File: src/rtl/core/sba_pkg.sv
// shared constants, types and helper functions of the slab allocator
package sba_pkg;

  localparam int SLAB_COUNT     = 16;
  localparam int SLAB_BYTES     = 4096;
  localparam int OBJECT_BYTES   = 256;
  localparam int SLOTS_PER_SLAB = SLAB_BYTES / OBJECT_BYTES;
  localparam int OBJS_PER_SLAB  = (SLOTS_PER_SLAB > 1) ? SLOTS_PER_SLAB - 1 : 1;
  localparam int REGION_BYTES   = SLAB_COUNT * SLAB_BYTES;

  localparam int SLAB_W  = $clog2(SLAB_COUNT);
  localparam int SLOT_W  = $clog2(SLOTS_PER_SLAB);
  localparam int CNT_W   = $clog2(OBJS_PER_SLAB + 1);
  localparam int SLAB_SH = $clog2(SLAB_BYTES);
  localparam int OBJ_SH  = $clog2(OBJECT_BYTES);

  typedef enum logic [1:0] {
    ST_OK           = 2'd0,
    ST_BAD_ADDR     = 2'd1,
    ST_ALREADY_FREE = 2'd2,
    ST_NO_MEMORY    = 2'd3
  } status_t;

  typedef enum logic {
    OP_ALLOC   = 1'b0,
    OP_RELEASE = 1'b1
  } op_t;

  typedef enum logic {
    S_IDLE = 1'b0,
    S_EXEC = 1'b1
  } state_t;

  // one slab entry: free bit per object plus free count
  typedef struct packed {
    logic [OBJS_PER_SLAB-1:0] free_bits;
    logic [CNT_W-1:0]         avail_cnt;
  } entry_t;

  typedef struct packed {
    logic              en;
    logic [SLAB_W-1:0] idx;
    entry_t            data;
  } entry_wr_t;

  localparam entry_t ENTRY_RESET = '{
    free_bits: {OBJS_PER_SLAB{1'b1}},
    avail_cnt: CNT_W'(OBJS_PER_SLAB)
  };

  // lowest set bit of a slab bitmap
  function automatic logic [SLAB_W-1:0] lowest_slab(input logic [SLAB_COUNT-1:0] mask);
    logic [SLAB_W-1:0] idx;
    idx = '0;
    for (int i = SLAB_COUNT - 1; i >= 0; i--) begin
      if (mask[i]) begin
        idx = SLAB_W'(i);
      end
    end
    return idx;
  endfunction

  // lowest set bit of an object free bitmap
  function automatic logic [SLOT_W-1:0] lowest_obj(input logic [OBJS_PER_SLAB-1:0] bits);
    logic [SLOT_W-1:0] idx;
    idx = '0;
    for (int i = OBJS_PER_SLAB - 1; i >= 0; i--) begin
      if (bits[i]) begin
        idx = SLOT_W'(i);
      end
    end
    return idx;
  endfunction

endpackage

File: src/rtl/core/slab_bitmap_allocator_unit.sv
// slab allocator top level: request decode, read-modify-write of the slab entry, result register
//
//  channel | dir | handshake           | payload
//  in_     | in  | in_tvalid/in_tready | tuser: op, tdata: object_address
//  out_    | out | out_tvalid/out_tready | tuser: status, tdata: granted_address
//  cfg_    | in  | cfg_wr_en           | cfg_wr_data: base_address
//
// a request is handled in order: the accept cycle decodes it and reads the slab entry,
// then the S_EXEC state modifies and writes back the entry and loads the result register
// the split is set by the registered read of the slab entry memory
// a waiting result holds the write-back cycle until out_tready, in_tready stays low meanwhile
// reset marks every slab empty and clears the entry valid bits, no sweep
module slab_bitmap_allocator_unit (
  input  logic        clk,
  input  logic        rst_n,
  input  logic        in_tvalid,
  output logic        in_tready,
  input  logic [0:0]  in_tuser,    // op
  input  logic [31:0] in_tdata,    // object_address
  output logic        out_tvalid,
  input  logic        out_tready,
  output logic [1:0]  out_tuser,   // status
  output logic [31:0] out_tdata,   // granted_address
  input  logic        cfg_wr_en,
  input  logic [31:0] cfg_wr_data  // base_address
);

  localparam int N    = sba_pkg::SLAB_COUNT;
  localparam int OBJS = sba_pkg::OBJS_PER_SLAB;

  // configuration
  logic [31:0] base_r;

  // slab class bitmaps
  logic [N-1:0] empty_r, partial_r, full_r;
  logic [N-1:0] empty_nxt, partial_nxt, full_nxt;

  // request held across the read cycle
  sba_pkg::op_t                op_r;
  logic [sba_pkg::SLAB_W-1:0]  slab_r;
  logic [sba_pkg::SLOT_W-1:0]  obj_r;
  logic                        early_fail_r;
  sba_pkg::status_t            early_status_r;

  sba_pkg::state_t state_r, state_nxt;

  // result register
  logic             out_valid_r;
  sba_pkg::status_t out_status_r;
  logic [31:0]      out_addr_r;

  // decode signals
  logic                        accept;
  logic                        commit;
  logic [31:0]                 offset;
  logic [sba_pkg::SLAB_W-1:0]  rel_slab;
  logic [sba_pkg::SLOT_W-1:0]  rel_slot;
  logic                        rel_bad;
  logic [N-1:0]                alloc_mask;
  logic [sba_pkg::SLAB_W-1:0]  alloc_slab;
  logic [sba_pkg::SLAB_W-1:0]  dec_slab;

  // modify signals
  sba_pkg::entry_t             rd_entry;
  sba_pkg::entry_t             new_entry;
  sba_pkg::entry_wr_t          wr;
  logic [sba_pkg::SLOT_W-1:0]  obj_sel;
  logic [OBJS-1:0]             obj_bit;
  sba_pkg::status_t            exec_status;
  logic [31:0]                 exec_addr;
  logic [N-1:0]                slab_bit;

  assign in_tready = (state_r == sba_pkg::S_IDLE);
  assign accept    = in_tvalid && in_tready;

  // release decode: region offset, slab and slot fields
  assign offset   = in_tdata - base_r;
  assign rel_slab = offset[sba_pkg::SLAB_SH +: sba_pkg::SLAB_W];
  assign rel_slot = offset[sba_pkg::OBJ_SH +: sba_pkg::SLOT_W];
  assign rel_bad  = (offset >= 32'(sba_pkg::REGION_BYTES)) ||
                    (rel_slot == '0) ||
                    (32'(rel_slot) > 32'(OBJS));

  // allocate decode: lowest partial slab first, else lowest empty slab
  assign alloc_mask = (partial_r != '0) ? partial_r : empty_r;
  assign alloc_slab = sba_pkg::lowest_slab(alloc_mask);

  assign dec_slab = (sba_pkg::op_t'(in_tuser[0]) == sba_pkg::OP_RELEASE) ? rel_slab : alloc_slab;

  sba_slab_store u_store (
    .clk     (clk),
    .rst_n   (rst_n),
    .rd_en   (accept),
    .rd_idx  (dec_slab),
    .wr      (wr),
    .rd_data (rd_entry)
  );

  always_ff @(posedge clk) begin
    if (accept) begin
      op_r   <= sba_pkg::op_t'(in_tuser[0]);
      slab_r <= dec_slab;
      obj_r  <= rel_slot - sba_pkg::SLOT_W'(1);
      if (sba_pkg::op_t'(in_tuser[0]) == sba_pkg::OP_RELEASE) begin
        early_fail_r   <= rel_bad;
        early_status_r <= sba_pkg::ST_BAD_ADDR;
      end else begin
        early_fail_r   <= (alloc_mask == '0);
        early_status_r <= sba_pkg::ST_NO_MEMORY;
      end
    end
  end

  // state machine and the modify step of the slab entry
  always_comb begin
    state_nxt   = state_r;
    commit      = 1'b0;
    obj_sel     = (op_r == sba_pkg::OP_RELEASE) ? obj_r : sba_pkg::lowest_obj(rd_entry.free_bits);
    obj_bit     = OBJS'(1) << obj_sel;
    new_entry   = rd_entry;
    exec_status = sba_pkg::ST_OK;
    exec_addr   = '0;
    wr          = '0;

    if (early_fail_r) begin
      exec_status = early_status_r;
    end else if (op_r == sba_pkg::OP_ALLOC) begin
      if (rd_entry.free_bits == '0) begin
        // only reachable if the classes went out of step
        exec_status = sba_pkg::ST_NO_MEMORY;
      end else begin
        new_entry.free_bits = rd_entry.free_bits & ~obj_bit;
        new_entry.avail_cnt = rd_entry.avail_cnt - sba_pkg::CNT_W'(1);
        exec_addr = base_r + (32'(slab_r) << sba_pkg::SLAB_SH) +
                    ((32'(obj_sel) + 32'd1) << sba_pkg::OBJ_SH);
      end
    end else begin
      if ((rd_entry.free_bits & obj_bit) != '0) begin
        exec_status = sba_pkg::ST_ALREADY_FREE;
      end else begin
        new_entry.free_bits = rd_entry.free_bits | obj_bit;
        new_entry.avail_cnt = rd_entry.avail_cnt + sba_pkg::CNT_W'(1);
      end
    end

    case (state_r)
      sba_pkg::S_IDLE: begin
        if (accept) begin
          state_nxt = sba_pkg::S_EXEC;
        end
      end
      sba_pkg::S_EXEC: begin
        if (!out_valid_r || out_tready) begin
          commit    = 1'b1;
          state_nxt = sba_pkg::S_IDLE;
          wr.en     = (exec_status == sba_pkg::ST_OK);
          wr.idx    = slab_r;
          wr.data   = new_entry;
        end
      end
      default: begin
        state_nxt = sba_pkg::S_IDLE;
      end
    endcase
  end

  // reclassify the touched slab from its new free count
  always_comb begin
    slab_bit    = N'(1) << slab_r;
    empty_nxt   = empty_r;
    partial_nxt = partial_r;
    full_nxt    = full_r;
    if (wr.en) begin
      empty_nxt   = empty_r & ~slab_bit;
      partial_nxt = partial_r & ~slab_bit;
      full_nxt    = full_r & ~slab_bit;
      if (new_entry.avail_cnt == '0) begin
        full_nxt = full_nxt | slab_bit;
      end else if (new_entry.avail_cnt == sba_pkg::CNT_W'(OBJS)) begin
        empty_nxt = empty_nxt | slab_bit;
      end else begin
        partial_nxt = partial_nxt | slab_bit;
      end
    end
  end

  always_ff @(posedge clk) begin
    if (!rst_n) begin
      state_r   <= sba_pkg::S_IDLE;
      base_r    <= '0;
      empty_r   <= '1;
      partial_r <= '0;
      full_r    <= '0;
    end else begin
      state_r   <= state_nxt;
      empty_r   <= empty_nxt;
      partial_r <= partial_nxt;
      full_r    <= full_nxt;
      if (cfg_wr_en) begin
        base_r <= cfg_wr_data;
      end
    end
  end

  // result register: loads on commit, drops when the beat is taken
  always_ff @(posedge clk) begin
    if (!rst_n) begin
      out_valid_r <= 1'b0;
    end else if (commit) begin
      out_valid_r <= 1'b1;
    end else if (out_tready) begin
      out_valid_r <= 1'b0;
    end
  end

  always_ff @(posedge clk) begin
    if (commit) begin
      out_status_r <= exec_status;
      out_addr_r   <= exec_addr;
    end
  end

  assign out_tvalid = out_valid_r;
  assign out_tuser  = out_status_r;
  assign out_tdata  = out_addr_r;

endmodule

File: src/rtl/core/sba_slab_store.sv
// per-slab entry memory with valid bits standing in for the reset contents
module sba_slab_store (
  input  logic                        clk,
  input  logic                        rst_n,
  input  logic                        rd_en,
  input  logic [sba_pkg::SLAB_W-1:0]  rd_idx,
  input  sba_pkg::entry_wr_t          wr,
  output sba_pkg::entry_t             rd_data
);

  sba_pkg::entry_t                    mem [sba_pkg::SLAB_COUNT];
  logic [sba_pkg::SLAB_COUNT-1:0]     valid_r;
  sba_pkg::entry_t                    rd_q_r;
  logic                               rd_valid_r;

  always_ff @(posedge clk) begin
    if (wr.en) begin
      mem[wr.idx] <= wr.data;
    end
    if (rd_en) begin
      rd_q_r <= mem[rd_idx];
    end
  end

  always_ff @(posedge clk) begin
    if (!rst_n) begin
      valid_r    <= '0;
      rd_valid_r <= 1'b0;
    end else begin
      if (wr.en) begin
        valid_r[wr.idx] <= 1'b1;
      end
      if (rd_en) begin
        rd_valid_r <= valid_r[rd_idx];
      end
    end
  end

  // never written entries read as all free
  assign rd_data = rd_valid_r ? rd_q_r : sba_pkg::ENTRY_RESET;

endmodule

File: config.mk
export PLATFORM = sky130hd
export DESIGN_NAME = slab_bitmap_allocator_unit
export DESIGN_NICKNAME = d
export VERILOG_FILES = /design/src/rtl/core/sba_pkg.sv /design/src/rtl/core/slab_bitmap_allocator_unit.sv /design/src/rtl/core/sba_slab_store.sv
export SDC_FILE = /design/constraint.sdc
export NUM_CORES = 1
export LEC_CHECK = 0
export ABC_AREA = 1
export BUFFER_PORTS_ARGS = -buffer_cell sky130_fd_sc_hd__clkbuf_2
export CAP_MARGIN = 20
export CORE_MARGIN = 3
export CORE_UTILIZATION = 66
export DETAILED_ROUTE_END_ITERATION = 10
export PLACE_DENSITY = 0.85
export SYNTH_ARGS = -nofsm -noshare
export SYNTH_HDL_FRONTEND = slang
export SYNTH_SLANG_ARGS = --single-unit
File: constraint.sdc
create_clock -name clk -period 8.55 [get_ports clk]
set_clock_uncertainty 0.1 [all_clocks]
set_input_delay 0.855 -clock clk [delete_from_list [all_inputs] [get_ports clk]]
set_output_delay 0.855 -clock clk [all_outputs]
set_load 0.005 [all_outputs]
; ---- Word level (Yosys, flattened, before mapping)
; Memory sizes are Yosys's and may differ from the RTL's. A register that Yosys moved wholly into a read port is not among the register bits.
; Cells that the tools add are included.
[op_classes]
add_sub_neg = 7
order_cmp = 4
n_eq_ne = 1
n_shift = 2
n_mux = 64
bitwise_logic = 11
reduce_logical = 14
[ops]
columns = cell, n
row1 = 4-bit two-way mux, 33
row2 = 19-bit two-way mux, 5
row3 = 16-bit two-way mux, 5
row4 = 24-bit two-way mux, 2
row5 = 16-bit bitwise OR, 3
row6 = 32-bit by 13-bit adder with 32-bit output, 1
row7 = 32-bit by 16-bit adder with 32-bit output, 1
row8 = 16-bit AND, 2
row9 = "32-bit by 17-bit greater-or-equal comparator with 1-bit output, second input constant", 1
row10 = 32-bit subtractor, 1
row11 = 15-bit AND, 2
row12 = 16-bit logical NOT, 1
row13 = 16-bit NOT, 1
row14 = 16-bit nonzero test, 1
row15 = "1-bit by 4-bit << shifter with 16-bit output, first input constant", 1
row16 = 15-bit logical NOT, 1
row17 = 15-bit NOT, 1
row18 = 15-bit bitwise OR, 1
row19 = 15-bit nonzero test, 1
row20 = "1-bit by 4-bit << shifter with 15-bit output, first input constant", 1
row21 = 1-bit two-way mux, 11
row22 = "4-bit by 5-bit less-than comparator with 1-bit output, second input constant", 2
row23 = 2-bit two-way mux, 5
row24 = 4-bit logical NOT, 2
row25 = 15 further kinds, 18
[totals]
reg_bits = 129
ram_bits = 304
out_inout_bits = 36
n_memories = 1
[memory_table]
columns = name, depth, word_bits, read_ports, rd_ports_with_merged_regs, wr, line
row1 = u_store.mem, 16, 19, 1, 1, 1, sba_slab_store.sv:11  ; sba_pkg::entry_t mem [sba_pkg::SLAB_COUNT];

; ---- Logic depth before layout (Yosys ltp)
; Gate-level depths: netlist of the first run.
[logic_depth]
word_depth = 31
mapped_depth = 43

; ---- Cells and area by module
; A second synthesis of the first run with hierarchy kept.
[hier_totals]
cells_unflattened = 2119
hier_area_um2 = 21249.1
[by_module_without_submodules]
columns = mod, n_inst, cells_each, area_per_inst_um2, seq_area_each_um2
row1 = sba_slab_store, 1, 1036, 13515.5, 10039.6
row2 = slab_bitmap_allocator_unit, 1, 1083, 7733.7, 2672.6

; ---- Worst setup path before layout of the first run
; No wires, ideal clock.
[synth_path]
kind = register -> register
startpoint = register u_store.rd_q_r[16] (netlist name)
endpoint = register out_addr_r[31] (netlist: out_tdata[31]), data pin
setup_ns = 0.266
arrival_time_ns = 4.053
required_time_ns = 8.184
setup_slack_ns = 4.131
path_stages_with_launch = 38
synth_period_minus_slack_ns = 4.419
cell_sequence = edfxtp_1 -> inv_1 -> nand2_1 -> nand2_1 -> nand2_1 -> nand2_1 -> nand2_1 -> nand2_1 -> nand2_1 -> nand2_1 -> nand2_1 -> nand2_1 -> nand2_1 -> nand2_1 -> nand2_1 -> nand2_1 -> inv_1 -> nor2_1 -> [2 not listed] -> inv_1 -> fa_1 -> nor2_1 -> o21ai_0 -> nand2_1 -> nand2_1 -> inv_1 -> nor2_1 -> nor2_1 -> nor2_1 -> o21ai_0 -> nand3_1 -> nor2_1 -> nand2_1 -> nor4_1 -> xor2_1 -> inv_1 -> nor2_1
[synth_via]
elab_chain_cells = 17
word_cells_on_any_way = 19
cone_classes = add/sub: 2 / mux: 15 / reduce/logical: 2
[synth_lines]
columns = item, line
row1 = 19-bit two-way mux (*), sba_slab_store.sv:40  ; assign rd_data = rd_valid_r ? rd_q_r : sba_pkg::ENTRY_RESET;
row2 = 4-bit two-way mux (13 in a row), sba_pkg.sv:68  ; if (bits[i]) begin
row3 = 4-bit two-way mux, slab_bitmap_allocator_unit.sv:118  ; obj_sel = (op_r == sba_pkg::OP_RELEASE) ? obj_r : sba_pkg::lowest_obj(rd_entry.free_bits);
row4 = 4-bit by 1-bit adder with 5-bit output, slab_bitmap_allocator_unit.sv:135  ; ((32'(obj_sel) + 32'd1) << sba_pkg::OBJ_SH);
row5 = 32-bit by 13-bit adder with 32-bit output, slab_bitmap_allocator_unit.sv:134  ; exec_addr = base_r + (32'(slab_r) << sba_pkg::SLAB_SH) +
row6 = "end signal, assigned", slab_bitmap_allocator_unit.sv:219  ; out_addr_r <= exec_addr;
row7 = "end, declared", slab_bitmap_allocator_unit.sv:50  ; logic [31:0] out_addr_r;
; Every way passes the cells marked *; elsewhere a longest branch is shown, timed or not.
; A chain may end at the register's enable or synchronous reset.

; ---- Worst setup path after layout of the first run
[layout_path]
startpoint = register u_store.rd_valid_r
endpoint = register out_addr_r[28] (netlist: out_tdata[28]), data pin
[layout_via]
elab_chain_cells = 19
word_cells_on_any_way = 21
cone_classes = add/sub: 2 / mux: 17 / reduce/logical: 2
[layout_lines]
columns = item, line
row1 = "start, declared", sba_slab_store.sv:14  ; logic rd_valid_r;
row2 = "start signal, assigned", sba_slab_store.sv:34  ; rd_valid_r <= valid_r[rd_idx];
row3 = 19-bit two-way mux (*), sba_slab_store.sv:40
row4 = 4-bit two-way mux (15 in a row), sba_pkg.sv:68
row5 = 4-bit two-way mux, slab_bitmap_allocator_unit.sv:118
row6 = 4-bit by 1-bit adder with 5-bit output, slab_bitmap_allocator_unit.sv:135
row7 = 32-bit by 13-bit adder with 32-bit output, slab_bitmap_allocator_unit.sv:134
; Marked as above.

==> flow_metrics.env, run 1 <==
export IMPL_tightest_slew_ns=1.11
export IMPL_hold_start="u_store.valid_r[8]$_SDFFE_PN0N_"
export IMPL_busiest_layer="met2"
export IMPL_met2_usage_pct=52.7
export IMPL_start_util_pct=67.6
export IMPL_status="finished clean"
export IMPL_holdCritPathClass="reg2reg"
export IMPL_rsz0062_at_grt="no"
export IMPL_yosys_most_used_dff="edfxtp_1"
export IMPL_clock_latency_ns=0.58
export IMPL_ioPinCount=106
export IMPL_ctsLongestPathBuffers=3
export IMPL_drtPass1Iterations=6
export IMPL_htreeDepth=2
export IMPL_gp_congestion=0.969
export IMPL_final_nets=2399
export IMPL_path_clk_slew_ns=0.06
export IMPL_antenna_found_initial=0
export IMPL_wire_per_inst_um=21.5
export IMPL_placed_area_sq_um=22500
export IMPL_crit_path_end_kind="register"
export IMPL_synth_edf_count=368
export IMPL_synth_distinct_cells=52
export IMPL_slowest_stage="o21ai_2"
export IMPL_routed_wl_um=58900
export IMPL_setup_violations=0
export IMPL_worstPathRequired_ns=8.86
export IMPL_r2r_end="out_tdata[28]$_SDFFCE_PP0P_"
export IMPL_syn_area_per_cell_sq_um=9.88
export IMPL_fin_ws_ns=2.59
export IMPL_avgViaCountPerCell=6.35
export IMPL_dieArea_sq_um=34900
export IMPL_final_util_pct=75.9
export IMPL_portBuffers=105
export IMPL_drive_gt1_share_pct=12.0
export IMPL_rows=65
export IMPL_cp_slowest_stage_delay_ns=0.74
export IMPL_cts_resized=0
export IMPL_synthesis_nets=2309
export IMPL_final_area_sq_um=24200
export IMPL_synth_area_sq_um=21600
export IMPL_path_class="reg2reg"
export IMPL_cts_tree="done"
export IMPL_route_detailed_drc=0
export IMPL_seq_area_frac_synth_pct=59.0
export IMPL_vias=17419
export IMPL_fmax_mhz=168
export IMPL_antennaDiodeCount=0
export IMPL_pre_cts_slack_ns=2.86
export IMPL_finalMaxSlewViolations=0
export IMPL_p_per_area_nw_per_um2=231
export IMPL_track_usage_pct=32.7
export IMPL_overflow=0
export IMPL_fp_dieH_um=187
export IMPL_period_needed_ns=5.96
export IMPL_r2r_cells=32
export IMPL_met1_usage_pct=44.4
export IMPL_arrival_ns=6.28
export IMPL_reg2reg_from="u_store.rd_valid_r$_SDFFE_PN0P_"
export IMPL_crit_path_max_fanout=20
export IMPL_coreArea_sq_um=31900
export IMPL_p_leak_uw=0.00926
export IMPL_cts_buffers=46
export IMPL_tns_ns=0
export IMPL_cts_setup_buffers=0
export IMPL_area_growth_syn_to_layout_pct=12.2
export IMPL_yosys_warnings=0
export IMPL_cap_viol_max_count=0
export IMPL_slew_headroom_pct=25.7
export IMPL_vdd_drop_max_mv=0.225
export IMPL_grt_pass1_vias=16979
export IMPL_final_cell_mix="368 x edfxtp_1, 351 x nand2_1, 254 x inv_1, 241 x a21oi_1, 164 x o21ai_0"
export IMPL_layout_commonest_cell="edfxtp_1"
export IMPL_async_reset_ff_share_pct=0
export IMPL_ant_nets=0
export IMPL_numClockSinks=451
export IMPL_die_width_um=187
export IMPL_grt_use_met3_pct=5.88
export IMPL_hold_ws_ns=0.368
export IMPL_post_route_period_util_pct=69.7
export IMPL_drt_initial_drc_count=2643
export IMPL_cts_root_buf="clkbuf_16"
export IMPL_place_hpwl_um=34200
export IMPL_ff2ff_setup_slack_ns=2.59
export IMPL_hold_violations=0
export IMPL_setup_worst_path_start="u_store.rd_valid_r$_SDFFE_PN0P_"
export IMPL_ctsHoldBuffers=0
export IMPL_worstHoldEndpoint="u_store.valid_r[8]$_SDFFE_PN0N_"
export IMPL_grt_max_degree=97
export IMPL_grt_pass1_wl_um=90400
export IMPL_synth_seq_cells=451
export IMPL_postSynthCellCount=2182
export IMPL_cp_start_kind="register"
export IMPL_whs_path_depth=2
[worst max-delay path, delay by kind of cell, from the launching register on]
kind | cells | cell delay, ns
fa+ha+maj | 2 | 0.50
compound gates | 6 | 1.51
flops | 1 | 0.62
buf+inv | 8 | 0.98
simple gates | 16 | 2.06
[registers in the layout, indices dropped and copies added (netlist names), named ones only]
signal,cells
base_r,32
early_fail_r,1
early_status_r,1
obj_r,4
op_r,1
out_tdata,32
out_tuser,2
out_tvalid,1
slab_r,4
state_r,1
u_store.mem,304
u_store.rd_q_r,19
u_store.rd_valid_r,1
u_store.valid_r,16
[through the flow]
step,instances,power [uW]
3_5_place_dp,2646,3550
4_1_cts,2730,5560
6_report,2743,5590
3_3_place_gp,2643,3520
2_1_floorplan,2182,3260
5_1_grt,2743,5780
[report_power, final]
group / total [uW] / switching (uW) / leakage, uW / internal [uW]
clock: 2020 / 860 / 0.000736 / 1160
combinational: 1050 / 739 / 0.00443 / 308
sequential: 2520 / 42.0 / 0.00410 / 2480
[Yosys cell counts (9+ instances only)]
master / n / share of area, %
edfxtp_1: 368 / 51
nand2_1: 355 / 6.2
inv_1: 256 / 4.5
a21oi_1: 241 / 5.6
o21ai_0: 164 / 3.8
o211ai_1: 154 / 5.4
nor2_1: 128 / 2.2
nand3_1: 117 / 2.7
dfxtp_1: 83 / 7.7
clkbuf_1: 82 / 1.4
ha_1: 54 / 3.1
nor3_1: 23 / 0.53
xor2_1: 17 / 0.69
buf_2: 12 / 0.28
xnor2_1: 11 / 0.45
nor2_2: 9 / 0.26
[worst max-delay path by stage]
stage,endpoint,slack (ns),depth (start not counted)
2_1_floorplan,out_tdata[31]$_SDFFCE_PP0P_,4.13,37
3_3_place_gp,out_tdata[28]$_SDFFCE_PP0P_,3.03,32
3_5_place_dp,out_tdata[28]$_SDFFCE_PP0P_,2.86,32
4_1_cts,out_tdata[28]$_SDFFCE_PP0P_,2.78,32
5_1_grt,out_tdata[28]$_SDFFCE_PP0P_,2.12,32
6_report,out_tdata[28]$_SDFFCE_PP0P_,2.59,32
[cell families (layout without fill, tap and decap cells)]
logic type      after synthesis  in the layout  share of synthesized area [%]
xor+xnor                     28             28                           1.14
compound gates              596            596                           16.0
buf+inv                     371            497                           6.72
simple gates                679            679                           13.7
fa+ha+maj                    57             57                           3.41
flops                       451            451                           59.0
[metal layers]
layer	vias to the layer above	wire, um
met4	0	2180
met1	8167	21900
met2	1228	27500
met3	199	7280
li1	7825	-
met5	-	0
[area by class of cell]
type,instances,area [sq um]
flip-flops and latches,451,12700
fillers,2059,7690
multi-input cells,1360,7480
clock buffers,65,1260
inverters,266,998
repair buffers,147,926
well taps,435,544
clock inverters,19,263
No activity file was read; power rests on OpenSTA's default activity.
==> inputs of run 2 (changes only) <==
--- a/config.mk
+++ b/config.mk
@@ -5,13 +5,13 @@
 export SDC_FILE = /design/constraint.sdc
 export NUM_CORES = 1
 export LEC_CHECK = 0
-export ABC_AREA = 1
+export ABC_AREA = 0
 export BUFFER_PORTS_ARGS = -buffer_cell sky130_fd_sc_hd__clkbuf_2
 export CAP_MARGIN = 20
 export CORE_MARGIN = 3
-export CORE_UTILIZATION = 66
+export CORE_UTILIZATION = 56
 export DETAILED_ROUTE_END_ITERATION = 10
-export PLACE_DENSITY = 0.85
+export PLACE_DENSITY = 0.77
 export SYNTH_ARGS = -nofsm -noshare
 export SYNTH_HDL_FRONTEND = slang
 export SYNTH_SLANG_ARGS = --single-unit
==> constraint.sdc (replaced) <==
create_clock -name clk -period 5.1 [get_ports clk]
set_clock_uncertainty 0.1 [all_clocks]
set_input_delay 0.51 -clock clk [delete_from_list [all_inputs] [get_ports clk]]
set_output_delay 0.51 -clock clk [all_outputs]
set_load 0.005 [all_outputs]
==> run 2 against run 1 <==
- non-clock buffer count is 57 higher
- final cell count is 11% lower
- clock-buffer cell count is 1 lower
- sequential share of layout area is 0.96 points lower
- critical endpoint is now u_store.mem[1][8]$_DFFE_PP_
- first-iteration DRC count is 47% lower
- core utilization is 9.4 points lower
- maximum frequency is 22% higher
- cell area is 1.9% higher
- via count is 15% lower
- synthesized area is 1.3% lower
- die area is 16% higher
- critical path type unchanged
==> flow_metrics.env, run 2 <==
export IMPL_wire_per_inst_um=21.2
export IMPL_ctsHoldBuffers=0
export IMPL_gp_congestion=0.943
export IMPL_numClockSinks=451
export IMPL_area_growth_syn_to_layout_pct=15.8
export IMPL_final_cell_mix="368 x edfxtp_1, 175 x nor2_1, 123 x mux2i_1, 105 x clkbuf_2, 98 x nand2_1"
export IMPL_synth_top_cells_by_count="368 x edfxtp_1, 178 x nor2_1, 123 x mux2i_1"
export IMPL_synth_top_family_by_area="compound AO/OA/AOI/OAI gates"
export IMPL_yosys_area_top_type_share_pct=51.9
export IMPL_crit_path_max_fanout=20
export IMPL_yosys_warnings=0
export IMPL_cts_root_buf="clkbuf_16"
export IMPL_p_leak_uw=0.00919
export IMPL_grt_pass1_wl_um=80200
export IMPL_die_width_um=201
export IMPL_tightest_slew_ns=1.16
export IMPL_drive_gt1_share_pct=20.5
export IMPL_finalMaxSlewViolations=0
export IMPL_async_reset_ff_share_pct=0
export IMPL_status="finished clean"
export IMPL_grt_max_degree=50
export IMPL_crit_path_end_kind="register"
export IMPL_grt_pass1_vias=14312
export IMPL_synth_compound_area_share_pct=11.6
export IMPL_final_area_sq_um=24600
export IMPL_drt_initial_drc_count=1405
export IMPL_place_hpwl_um=33900
export IMPL_clock_latency_ns=0.60
export IMPL_synth_xor_area_share_pct=1.32
export IMPL_num_fill_cells=2657
export IMPL_ctsLongestPathBuffers=3
export IMPL_vias=14745
export IMPL_path_class="reg2reg"
export IMPL_synthesis_nets=1866
export IMPL_rsz0062_at_grt="no"
export IMPL_cts_tree="done"
export IMPL_rows=70
export IMPL_routed_wl_um=52000
export IMPL_slew_headroom_pct=22.2
export IMPL_antennaDiodeCount=0
export IMPL_avgViaCountPerCell=6.02
export IMPL_synth_edf_count=368
export IMPL_largest_reg_flops=304
export IMPL_track_usage_pct=25.4
export IMPL_layout_commonest_cell="edfxtp_1"
export IMPL_start_util_pct=57.4
export IMPL_worstPathRequired_ns=5.26
export IMPL_coreArea_sq_um=37000
export IMPL_synth_adder_area_share_pct=3.46
export IMPL_dieArea_sq_um=40400
export IMPL_cp_start_kind="register"
export IMPL_path_clk_slew_ns=0.06
export IMPL_fp_dieH_um=201
export IMPL_postSynthCellCount=1739
export IMPL_synth_area_sq_um=21300
export IMPL_cts_buffers=47
export IMPL_seq_area_frac_synth_pct=59.8
export IMPL_period_needed_ns=4.89
export IMPL_hold_ws_ns=0.0604
export IMPL_pre_cts_slack_ns=0.208
export IMPL_synthMuxAreaShare_pct=10.3
export IMPL_syn_area_per_cell_sq_um=12.2
export IMPL_portBuffers=105
export IMPL_placed_area_sq_um=23000
export IMPL_synth_distinct_cells=87
export IMPL_final_nets=2035
export IMPL_regMostFlops="u_store.mem"
export IMPL_p_per_area_nw_per_um2=366
export IMPL_ioPinCount=106
export IMPL_drtPass1Iterations=8
export IMPL_post_route_period_util_pct=95.9
export IMPL_setup_violations=0
export IMPL_route_detailed_drc=0
export IMPL_synthSimpleGateAreaFrac_pct=10.2
export IMPL_synth_seq_cells=451
export IMPL_holdCritPathClass="in2reg"
export IMPL_overflow=0
export IMPL_antenna_found_initial=0
export IMPL_synth_area_leader_cell="edfxtp_1"
export IMPL_fmax_mhz=205
export IMPL_ant_nets=0
export IMPL_fin_ws_ns=0.211
export IMPL_vdd_drop_max_mv=0.288
export IMPL_yosys_top_cells_area="edfxtp_1 52%, dfxtp_1 7.8%, mux2i_1 5.8%, mux2_2 4.0%, ha_1 3.2%"
export IMPL_yosys_most_used_dff="edfxtp_1"
export IMPL_arrival_ns=5.05
export IMPL_htreeDepth=2
export IMPL_hold_violations=0
export IMPL_cap_viol_max_count=0
export IMPL_yosysMostFrequentCell="edfxtp_1"
==> run 2: cell count changes after synthesis, sizes merged, moves of 21 or more <==
cell | previous run | this run
nand2 | 368 | 98
inv | 264 | 87
a21oi | 242 | 90
mux2i | 0 | 128
o211ai | 154 | 53
o21ai | 169 | 79
nand3 | 120 | 34
mux2 | 0 | 80
clkbuf | 82 | 41
nor2 | 141 | 178
a22oi | 1 | 22
==> run 2: stage by stage <==
step	total power (uW)	util [%]	setup TNS (ns)	cells
finish	9020	66.5	0	2449
global route	9360	66.5	0	2449
floorplan	5250	-	-17.65	1739
CTS	9050	66.2	0	2443
global placement	5710	62.2	0	2357
detailed placement	5740	62.2	0	2357
==> run 2: cell type report <==
type | instances | area [sq um] | area share [%]
Multi-Input combinational cell | 1117 | 7960 | 32.3
Clock inverter | 22 | 193 | 0.782
Inverter | 87 | 327 | 1.33
Tap cell | 504 | 631 | 2.56
Clock buffer | 64 | 1310 | 5.32
Timing Repair Buffer | 204 | 1510 | 6.12
Sequential cell | 451 | 12700 | 51.6
==> run 2: metal layers <==
layer	global-route usage [%]	vias to the layer above	wire length, um
li1	-	6825	-
met1	35.2	7146	22100
met2	40.3	655	24000
met3	4.78	119	4190
met4	9.03	0	1650
met5	0	-	0
==> run 2: final timing paths <==
check | startpoint | end | slack [ns] | depth (start not counted)
min reg2reg | u_store.valid_r[4]$_SDFFE_PN0N_ | u_store.valid_r[4]$_SDFFE_PN0N_ | 0.37 | 1
max | u_store.rd_q_r[14]$_DFFE_PP_ | u_store.mem[1][8]$_DFFE_PP_ | 0.21 | 17
min | cfg_wr_data[5] | base_r[5]$_SDFFE_PN0P_ | 0.06 | 3
max reg2reg | u_store.rd_q_r[14]$_DFFE_PP_ | u_store.mem[1][8]$_DFFE_PP_ | 0.21 | 17
==> run 2: logic make-up after synthesis <==
kind of cell,after synthesis
compound gates,366
xor+xnor,32
fa+ha+maj,57
buf+inv,171
flops,451
mux,208
simple gates,454
==> run 2: what timing repair did <==
action | 4_1_cts | 5_1_grt
buffers inserted | 0 | 3
endpoints found under the setup margin | 0 | 139
resized for setup | 0 | 6
==> run 2: report_power, final <==
part / internal [uW] / switching, uW / total (uW)
sequential: 4120 / 77.8 / 4200
clock: 1910 / 1410 / 3320
combinational: 608 / 891 / 1500
total: 6640 / 2380 / 9020
==> run 2: worst max-delay path: stages, from the launching register on <==
cell and delay, ns:
edfxtp_1 0.45, nor3b_2 0.25, a21boi_0 0.17, o31a_1 0.28, o32ai_2 0.27, inv_1 0.13
ha_1 0.30, nor2_1 0.12, nor2_1 0.06, a221o_1 0.25, a22oi_1 0.23, o221ai_2 0.18
a211o_1 0.32, a21oi_1 0.37, nand3b_2 0.24, or3_1 0.46, inv_1 0.14, buf_12 0.21
